### src/hdl/ordered_array_table_defines.svh
// ----------------------------------------------------------------------------
// Ordered array table: assertion macros
// Shared helpers for the concurrent checks at the end of the top RTL module.
// ----------------------------------------------------------------------------
`ifndef ORDERED_ARRAY_TABLE_DEFINES_SVH
`define ORDERED_ARRAY_TABLE_DEFINES_SVH

// Same-cycle implication, sampled on clk and off during reset.
`define OAT_ASSERT_NOW(lbl, ante, cons, msg) \
	lbl: assert property (@(posedge clk) disable iff (!arst_n) (ante) |-> (cons)) \
		else $error(msg);

// Next-cycle implication, sampled on clk and off during reset.
`define OAT_ASSERT_NEXT(lbl, ante, cons, msg) \
	lbl: assert property (@(posedge clk) disable iff (!arst_n) (ante) |=> (cons)) \
		else $error(msg);

`endif

### src/hdl/oat_pkg.sv
// ----------------------------------------------------------------------------
// Ordered array table package
// Widths, request and status codes, and cell modes shared by the modules.
// ----------------------------------------------------------------------------
package oat_pkg;

	// Default store depth and the fixed word width.
	localparam int DEPTH_DEF = 32;
	localparam int WORD_BITS = 32;

	// Field widths of the stream beats and the limit register.
	localparam int REQ_W   = 3;
	localparam int POS_W   = 6;
	localparam int LIMIT_W = 6;
	localparam int STAT_W  = 2;
	localparam int HPOS_W  = 5;
	localparam int ECNT_W  = 6;

	// Packed payload widths, rounded up to whole bytes.
	localparam int S_TDATA_W = 40;
	localparam int M_TDATA_W = 48;

	// Limit register value after reset.
	localparam logic [LIMIT_W-1:0] LIMIT_RESET = 6'd32;

	// Width of one group of the find priority encoder.
	localparam int GROUP = 8;
	localparam int GLOW_W = 3;

	typedef enum logic [REQ_W-1:0] {
		REQ_APPEND = 3'd0,
		REQ_INSERT = 3'd1,
		REQ_EDIT   = 3'd2,
		REQ_DELETE = 3'd3,
		REQ_READ   = 3'd4,
		REQ_FIND   = 3'd5
	} req_t;

	typedef enum logic [STAT_W-1:0] {
		ST_OK        = 2'd0,
		ST_BAD_INDEX = 2'd1,
		ST_FULL      = 2'd2
	} status_t;

	// What every cell does at the edge of an accepted beat.
	typedef enum logic [1:0] {
		CELL_HOLD,
		CELL_WRITE,
		CELL_SHIFT_UP,
		CELL_SHIFT_DOWN
	} cell_mode_t;

endpackage

### src/hdl/oat_cell.sv
// ----------------------------------------------------------------------------
// Ordered array table: storage cell
// Holds one entry, takes a new word or a neighbor's entry, and compares its
// entry with the search word.
// ----------------------------------------------------------------------------
module oat_cell #(
	parameter int DEPTH = oat_pkg::DEPTH_DEF,
	parameter int IDX   = 0
) (
	input  logic                          clk,
	input  logic                          en,
	input  oat_pkg::cell_mode_t           mode,
	input  logic [$clog2(DEPTH)-1:0]      target,
	input  logic [$clog2(DEPTH+1)-1:0]    count,
	input  logic [oat_pkg::WORD_BITS-1:0] word,
	input  logic [oat_pkg::WORD_BITS-1:0] left_word,
	input  logic [oat_pkg::WORD_BITS-1:0] right_word,
	output logic [oat_pkg::WORD_BITS-1:0] entry,
	output logic                          match
);

	localparam int IDX_W = $clog2(DEPTH);
	localparam int CNT_W = $clog2(DEPTH+1);
	localparam logic [IDX_W-1:0] MY_IDX = IDX_W'(IDX);
	localparam logic [CNT_W-1:0] MY_CNT = CNT_W'(IDX);

	logic [oat_pkg::WORD_BITS-1:0] entry_q;

	// Entry update: write at the target, or shift with the neighbors.
	always_ff @(posedge clk) begin
		if (en) begin
			case (mode)
				oat_pkg::CELL_WRITE: begin
					if (MY_IDX == target) entry_q <= word;
				end
				oat_pkg::CELL_SHIFT_UP: begin
					if (MY_IDX == target) entry_q <= word;
					else if (MY_IDX > target) entry_q <= left_word;
				end
				oat_pkg::CELL_SHIFT_DOWN: begin
					if (MY_IDX >= target) entry_q <= right_word;
				end
				default: begin
					entry_q <= entry_q;
				end
			endcase
		end
	end

	// Only entries below the count take part in a search.
	assign match = (MY_CNT < count) && (entry_q == word);
	assign entry = entry_q;

endmodule

### src/hdl/oat_group.sv
// ----------------------------------------------------------------------------
// Ordered array table: find group encoder
// Reduces up to eight match flags to an any flag and the lowest hit offset.
// ----------------------------------------------------------------------------
module oat_group #(
	parameter int GW = oat_pkg::GROUP
) (
	input  logic [GW-1:0]                 match,
	output logic                          any,
	output logic [oat_pkg::GLOW_W-1:0]    low
);

	// Lowest set flag wins, so scan from the top down.
	always_comb begin
		low = '0;
		for (int k = GW - 1; k >= 0; k--) begin
			if (match[k]) low = oat_pkg::GLOW_W'(k);
		end
	end

	assign any = |match;

endmodule

### src/hdl/ordered_array_table.sv
// ----------------------------------------------------------------------------
// Ordered array table
// Positional list of signed words kept in a row of shifting cells.
// ----------------------------------------------------------------------------
// Usage:
// A request beat on the s_ channel carries the request code in s_tuser and
// the position and data word in s_tdata. Each accepted beat yields exactly
// one result beat on the m_ channel with status, read word, find result,
// entry count and the empty and full flags.
// After a request is accepted, the cells update and compare in the accept
// cycle, the find groups are registered in stage one, and the group priority
// feeds the output register, from which the result beat leaves.
// One request is taken in every cycle that the result channel does not stall;
// all entries shift together in the accept cycle for insert and delete, so the rate is one beat a cycle.
// When the receiver holds m_tready low with a beat waiting, the whole pipe
// holds and s_tready drops until that beat is taken.
// Reset empties the list and sets the capacity limit to 32; entry contents
// are undefined until written. The limit is written through cfg_we and
// cfg_wdata; the user must write it only while no request is in flight, which
// the block itself does not enforce. 0 acts as 1 and values above DEPTH act as DEPTH.
// ----------------------------------------------------------------------------
`include "ordered_array_table_defines.svh"

module ordered_array_table #(
	parameter int DEPTH = oat_pkg::DEPTH_DEF
) (
	input  logic                          clk,
	input  logic                          arst_n,
	// Limit register write port.
	input  logic                          cfg_we,
	input  logic [oat_pkg::LIMIT_W-1:0]   cfg_wdata,
	// Request channel.
	input  logic                          s_tvalid,
	output logic                          s_tready,
	// s_tdata: position [5:0], data_word [37:6], zero fill [39:38].
	input  logic [oat_pkg::S_TDATA_W-1:0] s_tdata,
	// s_tuser: req_type [2:0].
	input  logic [oat_pkg::REQ_W-1:0]     s_tuser,
	// Result channel.
	output logic                          m_tvalid,
	input  logic                          m_tready,
	// m_tdata: status [1:0], read_word [33:2], hit [34], hit_position [39:35],
	// entry_count [45:40], empty flag [46], full flag [47].
	output logic [oat_pkg::M_TDATA_W-1:0] m_tdata
);

	localparam int IDX_W  = $clog2(DEPTH);
	localparam int CNT_W  = $clog2(DEPTH+1);
	localparam int PW     = (CNT_W > oat_pkg::POS_W) ? CNT_W : oat_pkg::POS_W;
	localparam int NGRP   = (DEPTH + oat_pkg::GROUP - 1) / oat_pkg::GROUP;
	localparam int GIDX_W = (NGRP > 1) ? $clog2(NGRP) : 1;
	localparam int HW     = GIDX_W + oat_pkg::GLOW_W;
	localparam int WB     = oat_pkg::WORD_BITS;

	// Control state.
	logic [oat_pkg::LIMIT_W-1:0] limit_q;
	logic [CNT_W-1:0]            count_q;
	logic                        v_s1_q;
	logic                        m_tvalid_q;

	// Request fields.
	oat_pkg::req_t               req;
	logic [oat_pkg::POS_W-1:0]   position;
	logic [WB-1:0]               data_word;

	// Decode of the accepted beat.
	logic                        accept;
	logic                        adv;
	logic [PW-1:0]               pos_x;
	logic [PW-1:0]               cnt_x;
	logic [PW-1:0]               eff_x;
	logic                        full_now;
	logic                        in_range;
	oat_pkg::cell_mode_t         mode;
	logic [IDX_W-1:0]            target;
	oat_pkg::status_t            status;
	logic [CNT_W-1:0]            cnt_next;
	logic                        full_next;
	logic                        rd_en;
	logic                        is_find;

	// Cell row.
	logic [WB-1:0]               entry_vec [DEPTH];
	logic [DEPTH-1:0]            match_vec;
	logic [NGRP-1:0]             gany;
	logic [oat_pkg::GLOW_W-1:0]  glow [NGRP];

	// Stage one.
	oat_pkg::status_t            status_s1;
	logic [WB-1:0]               rd_s1;
	logic [NGRP-1:0]             gany_s1;
	logic [oat_pkg::GLOW_W-1:0]  glow_s1 [NGRP];
	logic [CNT_W-1:0]            cnt_s1;
	logic                        full_s1;

	// Group priority and output register.
	logic                        hit;
	logic [HW-1:0]               hit_idx;
	oat_pkg::status_t            status_q;
	logic [WB-1:0]               rd_q;
	logic                        hit_q;
	logic [HW-1:0]               hit_idx_q;
	logic [CNT_W-1:0]            cnt_q;
	logic                        full_q;

	assign req       = oat_pkg::req_t'(s_tuser);
	assign position  = s_tdata[oat_pkg::POS_W-1:0];
	assign data_word = s_tdata[oat_pkg::POS_W +: WB];

	// The pipe moves unless a result beat waits on a stalled receiver.
	assign adv      = !(m_tvalid_q && !m_tready);
	assign s_tready = adv;
	assign accept   = s_tvalid && adv;

	// Effective limit, full flag and index check.
	always_comb begin
		pos_x = PW'(position);
		cnt_x = PW'(count_q);
		if (limit_q == '0) eff_x = PW'(1);
		else if (PW'(limit_q) > PW'(DEPTH)) eff_x = PW'(DEPTH);
		else eff_x = PW'(limit_q);
		full_now = cnt_x >= eff_x;
		in_range = pos_x < cnt_x;
	end

	// Request decode into a cell command and a status.
	always_comb begin
		mode     = oat_pkg::CELL_HOLD;
		target   = IDX_W'(pos_x);
		status   = oat_pkg::ST_OK;
		cnt_next = count_q;
		rd_en    = 1'b0;
		is_find  = 1'b0;
		case (req)
			oat_pkg::REQ_APPEND, oat_pkg::REQ_INSERT: begin
				if (full_now) begin
					status = oat_pkg::ST_FULL;
				end else begin
					if (req == oat_pkg::REQ_INSERT && in_range) begin
						mode = oat_pkg::CELL_SHIFT_UP;
					end else begin
						mode   = oat_pkg::CELL_WRITE;
						target = IDX_W'(cnt_x);
					end
					cnt_next = count_q + 1'b1;
				end
			end
			oat_pkg::REQ_EDIT: begin
				if (in_range) mode = oat_pkg::CELL_WRITE;
				else status = oat_pkg::ST_BAD_INDEX;
			end
			oat_pkg::REQ_DELETE: begin
				if (in_range) begin
					mode     = oat_pkg::CELL_SHIFT_DOWN;
					cnt_next = count_q - 1'b1;
				end else begin
					status = oat_pkg::ST_BAD_INDEX;
				end
			end
			oat_pkg::REQ_READ: begin
				if (in_range) rd_en = 1'b1;
				else status = oat_pkg::ST_BAD_INDEX;
			end
			oat_pkg::REQ_FIND: begin
				is_find = 1'b1;
			end
			default: begin
				mode = oat_pkg::CELL_HOLD;
			end
		endcase
		full_next = PW'(cnt_next) >= eff_x;
	end

	// Row of cells, each wired to its lower and upper neighbor.
	for (genvar i = 0; i < DEPTH; i++) begin : g_cell
		logic [WB-1:0] left_w;
		logic [WB-1:0] right_w;
		if (i == 0) begin : g_first
			assign left_w = entry_vec[i];
		end else begin : g_mid_l
			assign left_w = entry_vec[i-1];
		end
		if (i == DEPTH - 1) begin : g_last
			assign right_w = entry_vec[i];
		end else begin : g_mid_r
			assign right_w = entry_vec[i+1];
		end
		oat_cell #(
			.DEPTH (DEPTH),
			.IDX   (i)
		) u_cell (
			.clk        (clk),
			.en         (accept),
			.mode       (mode),
			.target     (target),
			.count      (count_q),
			.word       (data_word),
			.left_word  (left_w),
			.right_word (right_w),
			.entry      (entry_vec[i]),
			.match      (match_vec[i])
		);
	end

	// Find encoders, one per group of up to eight cells.
	for (genvar g = 0; g < NGRP; g++) begin : g_grp
		localparam int GW = (DEPTH - g * oat_pkg::GROUP < oat_pkg::GROUP) ?
			(DEPTH - g * oat_pkg::GROUP) : oat_pkg::GROUP;
		oat_group #(
			.GW (GW)
		) u_group (
			.match (match_vec[g * oat_pkg::GROUP +: GW]),
			.any   (gany[g]),
			.low   (glow[g])
		);
	end

	// Control registers: limit, count and stage valids.
	always_ff @(posedge clk or negedge arst_n) begin
		if (!arst_n) begin
			limit_q    <= oat_pkg::LIMIT_RESET;
			count_q    <= '0;
			v_s1_q     <= 1'b0;
			m_tvalid_q <= 1'b0;
		end else begin
			if (cfg_we) limit_q <= cfg_wdata;
			if (accept) count_q <= cnt_next;
			if (adv) begin
				v_s1_q     <= accept;
				m_tvalid_q <= v_s1_q;
			end
		end
	end

	// Stage one payload.
	always_ff @(posedge clk) begin
		if (adv) begin
			status_s1 <= status;
			rd_s1     <= rd_en ? entry_vec[IDX_W'(pos_x)] : '0;
			gany_s1   <= is_find ? gany : '0;
			glow_s1   <= glow;
			cnt_s1    <= cnt_next;
			full_s1   <= full_next;
		end
	end

	// The lowest group with a match gives the hit position.
	always_comb begin
		hit     = 1'b0;
		hit_idx = '0;
		for (int g = NGRP - 1; g >= 0; g--) begin
			if (gany_s1[g]) begin
				hit     = 1'b1;
				hit_idx = {GIDX_W'(g), glow_s1[g]};
			end
		end
	end

	// Output register.
	always_ff @(posedge clk) begin
		if (adv) begin
			status_q  <= status_s1;
			rd_q      <= rd_s1;
			hit_q     <= hit;
			hit_idx_q <= hit_idx;
			cnt_q     <= cnt_s1;
			full_q    <= full_s1;
		end
	end

	assign m_tvalid = m_tvalid_q;
	assign m_tdata  = {full_q, (cnt_q == '0), oat_pkg::ECNT_W'(cnt_q),
		oat_pkg::HPOS_W'(hit_idx_q), hit_q, rd_q, status_q};

	// Checks on the list bookkeeping.
	`OAT_ASSERT_NOW(a_count_bound, 1'b1, PW'(count_q) <= PW'(DEPTH),
		"entry count above store depth")
	`OAT_ASSERT_NEXT(a_full_keeps_count,
		accept && (req == oat_pkg::REQ_APPEND || req == oat_pkg::REQ_INSERT) && full_now,
		$stable(count_q), "refused append or insert changed the count")
	`OAT_ASSERT_NEXT(a_delete_count,
		accept && req == oat_pkg::REQ_DELETE && in_range,
		count_q == $past(count_q) - 1'b1, "delete did not drop the count by one")
	`OAT_ASSERT_NOW(a_hit_below_count, m_tvalid_q && hit_q,
		PW'(hit_idx_q) < PW'(cnt_q), "find hit at or past the entry count")

endmodule

### config.mk
export PLATFORM = sky130hd
export DESIGN_NAME = ordered_array_table
export DESIGN_NICKNAME = d
export VERILOG_FILES = /design/src/hdl/oat_pkg.sv /design/src/hdl/oat_cell.sv /design/src/hdl/oat_group.sv /design/src/hdl/ordered_array_table.sv
export VERILOG_INCLUDE_DIRS = /design/src /design/src/hdl
export SDC_FILE = /design/constraint.sdc
export NUM_CORES = 2
export LEC_CHECK = 0
export BUFFER_PORTS_ARGS = -buffer_cell sky130_fd_sc_hd__buf_2
export CAP_MARGIN = 30
export CORE_UTILIZATION = 32
export CTS_BUF_LIST = sky130_fd_sc_hd__clkbuf_8 sky130_fd_sc_hd__clkbuf_16
export CTS_CLUSTER_DIAMETER = 100
export DETAILED_ROUTE_END_ITERATION = 10
export GPL_TIMING_DRIVEN = 0
export REMOVE_ABC_BUFFERS = 1
export SETUP_SLACK_MARGIN = 0.2
export SKIP_CTS_REPAIR_TIMING = 1
export SYNTH_ARGS = -nofsm -noshare
export SYNTH_HDL_FRONTEND = slang
export SYNTH_SLANG_ARGS = --single-unit
### constraint.sdc
create_clock -name clk -period 21.2 [get_ports clk]
set_clock_uncertainty 0.15 [all_clocks]
set_input_delay 3.18 -clock clk [delete_from_list [all_inputs] [get_ports clk]]
set_output_delay 3.18 -clock clk [all_outputs]
set_load 0.01 [all_outputs]
# Word-level counts from Yosys, hierarchy flattened
# Cells that the tools add are included.
# W data, S select, Z words.
# word_totals
out_inout_bits	50
in_bits	54
ff_bits	1142
elab_cells	633
# op_classes
reduce_logical	93
eq_ne	165
mux	212
add_sub_neg	2
magnitude_cmp	99
n_bitwise	1
# ops
cell	count
$mux W32	127
$pmux W32 S3	30
$eq A32 B32 Y1	32
$bmux W32 S5	1
$reduce_and A5 Y1	30
$pmux W32 S2	2
$ne A2 B1 Y1 const B	63
$lt A5 B6 Y1 const A	16
$ne A3 B1 Y1 const B	31
$eq A5 B5 Y1 const A	16
$gt A5 B5 Y1 const A	16
$ge A5 B5 Y1 const A	15
$mux W3	17
$lt A4 B6 Y1 const A	8
$eq A4 B5 Y1 const A	8
$ge A4 B5 Y1 const A	8
$gt A4 B5 Y1 const A	8
$logic_and A1 B1 Y1	35
$reduce_or A8 Y1	4
$mux W5	5
$lt A3 B6 Y1 const A	4
$mux W2	12
$mux W6	4
$eq A3 B5 Y1 const A	4
37 further kinds	76

# Longest topological paths before layout
# depth
ltp_word	10
depth_mapped	22
depth_no_buf	17

# Hierarchy
# A second synthesis with hierarchy kept.
# unflattened
cells_unflattened	6643
hier_area_um2	78168.7
# modules_own_cells
module	n_inst	cells_per_inst	seq_area_each_um2	area_each_um2
ordered_array_table	1	927	3474.6	13035.0
oat_cell at g_cell[5].u_cell	1	162	960.9	2134.5
oat_cell at g_cell[11].u_cell	1	165	960.9	2104.5
oat_cell at g_cell[12].u_cell	1	165	960.9	2094.5
oat_cell at g_cell[26].u_cell	1	165	960.9	2093.3
oat_cell at g_cell[25].u_cell	1	163	960.9	2074.5
oat_cell at g_cell[3].u_cell	1	162	960.9	2074.5
oat_cell at g_cell[10].u_cell	1	164	960.9	2073.2
oat_cell at g_cell[19].u_cell	1	163	960.9	2072.0
oat_cell at g_cell[31].u_cell	1	164	960.9	2062.0
oat_cell at g_cell[29].u_cell	1	192	960.9	2057.0
oat_cell at g_cell[27].u_cell	1	162	960.9	2045.7
oat_cell at g_cell[20].u_cell	1	165	960.9	2044.5
oat_cell at g_cell[8].u_cell	1	164	960.9	2042.0
20 more rows	--	--	--	--

# Worst setup path before layout
# Ideal clock, no wire load.
# synth_path
path_type	input port to flip-flop
startpoint	input port m_tready
endpoint	register g_cell[11].u_cell.entry_q (netlist bit g_cell[11].u_cell.entry[0]) (enable)
required_time_ps	20580
n_path_buf	2
setup_time_ps	470
path_slack_ps	11445
arrival_time_ps	9134
cell_stages	6
cell_sequence	nand2b_1 -> and2_1 -> clkbuf_1 -> nand2b_1 -> clkbuf_1 -> a211oi_1
# synth_between
elab_chain_cells	5
# synth_lines
item	line_no	rtl
from (decl)	ordered_array_table.sv:41	input logic m_tready,
$logic_not A1 Y1	ordered_array_table.sv:111	assign adv = !(m_tvalid_q && !m_tready);
$logic_and A1 B1 Y1	ordered_array_table.sv:111	
$logic_not A1 Y1	ordered_array_table.sv:111	
$logic_and A1 B1 Y1	ordered_array_table.sv:113	assign accept = s_tvalid && adv;
$reduce_and A5 Y1 (no line)	--	
to (signal assigned)	oat_cell.sv:38	else if (MY_IDX > target) entry_q <= left_word;
to (signal assigned)	oat_cell.sv:41	if (MY_IDX >= target) entry_q <= right_word;
to (signal assigned)	oat_cell.sv:44	entry_q <= entry_q;
to (decl)	oat_cell.sv:27	logic [oat_pkg::WORD_BITS-1:0] entry_q;
# Every way passes these cells.
# A chain may end at the register's enable or synchronous reset.

# Worst setup path in the final report
# layout_path
startpoint	input port s_tdata[1] in the netlist's numbering
endpoint	register g_cell[30].u_cell.entry_q (netlist bit g_cell[30].u_cell.entry[5]) (enable)
# layout_between
elab_chain_cells	8
elab_cells_between_ends	21
classes_between	3 x order compare; 7 x eq/ne; 8 x mux; 3 x reduce/logical
# layout_lines
item	line_no	rtl
from (decl)	ordered_array_table.sv:36	input logic [oat_pkg::S_TDATA_W-1:0] s_tdata,
$lt A6 B6 Y1	ordered_array_table.sv:123	in_range = pos_x < cnt_x;
$logic_and A1 B1 Y1	ordered_array_table.sv:139	if (req == oat_pkg::REQ_INSERT && in_range) begin
$mux W5 / $mux W2 (equally long branches)	ordered_array_table.sv:139	
$mux W5 / $mux W2 (equally long branches)	ordered_array_table.sv:136	if (full_now) begin
$mux W5 / $pmux W2 S3 (equally long branches)	ordered_array_table.sv:134	case (req)
$gt A5 B5 Y1, or another cell as far along	oat_cell.sv:38	
$ne A3 B1 Y1 (no line), or another cell as far along	--	
$reduce_and A5 Y1 (no line) (*)	--	
to (signal assigned)	oat_cell.sv:37	if (MY_IDX == target) entry_q <= word;
to (signal assigned)	oat_cell.sv:38	
to (signal assigned)	oat_cell.sv:41	
to (decl)	oat_cell.sv:27	
# Mark *: on every way between the ends. The rest lies on a longest branch, timed or not.

==> results.py <==
metrics = {
    "power": {
        "internal-power_mw": 5.148,
        "power.density_nw_per_um2": 92.18,
        "p_leak_nw": 26.48,
        "ir_worst_vdd_uv": 58.03,
        "p_switching_mw": 2.962,
        "clkPwrFrac_pct": 30.0,
        "combinationalPowerShare_pct": 30.0,
        "p_seq_share_pct": 40.0,
        "power.share.switching_pct": 36.52,
    },
    "global_routing": {
        "antenna_found_initial": 12,
        "grt_pass1_wl_um": 459400,
        "grt_overflow_total": 0,
        "track_usage_pct": 25.62,
        "grt_pass1_vias": 62670,
        "grt_max_degree": 86,
    },
    "synth": {
        "yosys.area_share.simple_pct": 10.36,
        "synth_compound_area_share_pct": 16.38,
        "synth_top_area_share_pct": 43.72,
        "yosysTopAreaCell": "edfxtp_1",
        "synthTopCellsByCount": "edfxtp_1, nand3_1, a21oi_1",
        "synth_area_um2": 77480,
        "synth_top_family_by_area": "compound AO/OA/AOI/OAI gates",
        "synth_area_leaders": "edfxtp_1, mux4_2, o211ai_1, xor2_1, nand3_1",
        "ys_ff_latch": 1142,
        "synth_xor_xnor_area_share_pct": 11.69,
        "synth_ff_type": "edfxtp_1",
        "ys_seq_area_share_pct": 44.17,
        "synth_cells": 7113,
        "syn-mean-instance-area_um2": 10.89,
        "synth_fa_ha_area_share_pct": 0.3876,
        "synth_most_common_cell": "edfxtp_1",
        "synth.distinct_cells": 65,
        "yosys_warnings": 0,
        "synth-edff-count": 1128,
        "muxShareOfSynthArea_pct": 12.49,
        "async_reset_ff_share_pct": 1.226,
    },
    "drt": {
        "num_vias": 65550,
        "wl_per_cell_um": 32.11,
        "wl_um": 322300,
        "postRouteAntennaNets": 0,
        "drc": 0,
        "dr.pass1.iters": 6,
        "drtIter0Drc": 10670,
        "vias_per_cell": 6.532,
    },
    "placed_design": {
        "hpwlAfterDp_um": 237800,
        "place_area_um2": 83450,
        "gp_congestion": 1.019,
        "io_buffers": 101,
    },
    "timing": {
        "worst_pin_slew_ps": 1118,
        "finalCritPeriodShare_pct": 41.17,
        "finalMaxSlewViolations": 0,
        "rsz0062_at_grt": "no",
        "final-setup-viol-count": 0,
        "fmax_mhz": 114.6,
        "hold_violations": 0,
        "tns_ps": 0,
        "relSlewSlack_pct": 24.78,
        "period_minus_slack_ps": 8727,
    },
    "die": {
        "coreArea_um2": 240500,
        "die_w_um": 494.1,
        "row_count": 180,
        "initial_core_util_pct": 32.21,
        "dieHeight_um": 494.1,
        "io_pins": 104,
        "die-area_um2": 244100,
    },
    "final_layout": {
        "multi_input_area_um2": 40280,
        "drive_gt1_share_pct": 14.92,
        "nFillCells": 23450,
        "area_delta_synth_final_pct": 13.57,
        "final_nets": 6814,
        "design_area_um2": 87990,
        "seqCellArea_um2": 34230,
    },
    "outcome": {
        "status": "finished, final reports clean",
    },
    "cts": {
        "worstSkewPairLatency_ps": 830,
        "numCtsBuffers": 136,
        "cts.reportedPaths.clkPinSlew_ps": 60,
        "cts-root-buf": "clkbuf_16",
        "clock_path_buffers": 3,
        "htree_levels": 4,
        "cts_tree": "done",
        "cts.sinks": 1142,
    },
    "worst_hold_path": {
        "hp-class": "reg2reg",
        "hp-start": "rd_s1[12]",
    },
    "worst_setup_path": {
        "crit_path_start_kind": "input pin",
        "cp-startpoint": "s_tdata[1]",
        "cp_max_fo": 78,
        "worstPathRequired_ps": 21560,
        "worstSetupPathType": "in2reg",
        "end_kind": "flip-flop",
        "reg2reg_from": "cnt_x[2]",
        "critPathArrivalTime_ps": 9090,
    },
    "job": {
        "max_cap_viol_count": 0,
    },
}
[cell families (layout without fill, tap and decap cells)]
logic type,count (synthesis),in the layout
AO/OA/AOI/OAI,1965,1965
flip-flops,1142,1142
buffers and inverters,848,583
multiplexers,545,545
XOR/XNOR,1034,1034
AND/OR/NAND/NOR,1555,1555
other,0,2
adder cells (fa/ha/maj),24,24
[placed cells by master (no fill, tap or decap), types with 59 or more instances in the layout]
| cell | synthesis | layout |
|---|---|---|
| buf_2 | 201 | 99 |
| nor2_1 | 98 | 95 |
| o211ai_1 | 864 | 864 |
| xnor2_1 | 446 | 446 |
| xor2_1 | 588 | 588 |
| mux4_2 | 320 | 320 |
| nand3_1 | 912 | 912 |
| nand2_1 | 119 | 90 |
| buf_16 | 0 | 75 |
| a21oi_1 | 910 | 899 |
| nand4_1 | 140 | 140 |
| clkbuf_16 | 0 | 139 |
| mux2_2 | 118 | 118 |
| buf_12 | 0 | 82 |
| mux2_1 | 59 | 59 |
| a221o_1 | 97 | 97 |
| nor4_1 | 157 | 156 |
| edfxtp_1 | 1128 | 1128 |
[cell type report]
type / instances / area share [%]
inverter: 18 / 0.07679
clock inverter: 110 / 1.078
tap: 3185 / 4.529
antenna: 2 / 0.005688
multi-input combinational: 5123 / 45.78
timing repair buffer: 315 / 5.667
clock buffer: 140 / 3.969
sequential: 1142 / 38.90
[worst max-delay path: stages]
cell,delay (ps)
buf_8,490
buf_16,440
ha_1,350
a21oi_1,130
o221a_2,300
a21o_2,540
nand2_1,260
ha_4,420
buf_16,280
nor2_4,800
or2_2,280
nor2_1,140
a221oi_4,650
buf_8,280
buf_8,210
[layer usage]
metal / vias to the layer above / global-route usage (%) / share of wire [%] / wire length, µm
met5: - / 0 / 0.013 / 42
met4: 6 / 8.930 / 3.8 / 12390
met3: 546 / 10.82 / 15 / 48620
met2: 4640 / 38.46 / 44 / 142500
met1: 33270 / 32.81 / 37 / 118700
li1: 27090 / - / - / -
[registers in the layout, summed over array words and instances, names as in the netlist]
signal / cells
glow_s1: 12
m_tvalid: 1
status_q: 2
cnt_s1: 6
cnt_q: 6
cnt_x: 6
status_s1: 2
g_cell.u_cell.entry: 1024
full_s1: 1
full_q: 1
gany_s1: 4
rd_s1: 32
hit_idx_q: 5
v_s1_q: 1
limit_q: 6
hit_q: 1
rd_q: 32
[path summary, 6_finish.rpt]
| kind | slack [ps] | endpoint | cells after the start |
|---|---|---|---|
| setup / recovery | 12470 | g_cell[30].u_cell.entry[5] | 15 |
| hold / removal | 260 | rd_q[12] | 0 |
| setup reg to reg | 13750 | g_cell[30].u_cell.entry[5] | 14 |
| hold reg to reg | 260 | rd_q[12] | 0 |
| max in group asynchronous | 18490 | limit_q[5] | 1 |
| min in group asynchronous | 2110 | cnt_x[3] | 1 |
[per-stage QoR]
stage	power (mW)	cells	hold slack (ps)	util (%)	setup WS, ps
floorplan	4.643	6283	250.3	-	-9693
global placement	5.815	9569	252.5	32.65	-44420
detailed placement	5.592	9774	255.9	34.69	11880
CTS	7.997	10020	270.8	36.54	12740
global route	8.299	10030	273.7	36.58	12230
finish	8.110	10040	255.5	36.58	12470
[power groups by stage]
stage	Clock, mW	Sequential [mW]	Combinational [mW]
global route	2.51	3.27	2.52
CTS	2.44	3.24	2.32
detailed placement	0	3.28	2.31
floorplan	0	3.19	1.45
finish	2.44	3.24	2.43
global placement	0	3.33	2.48
Power figures use the tool's default switching activity.
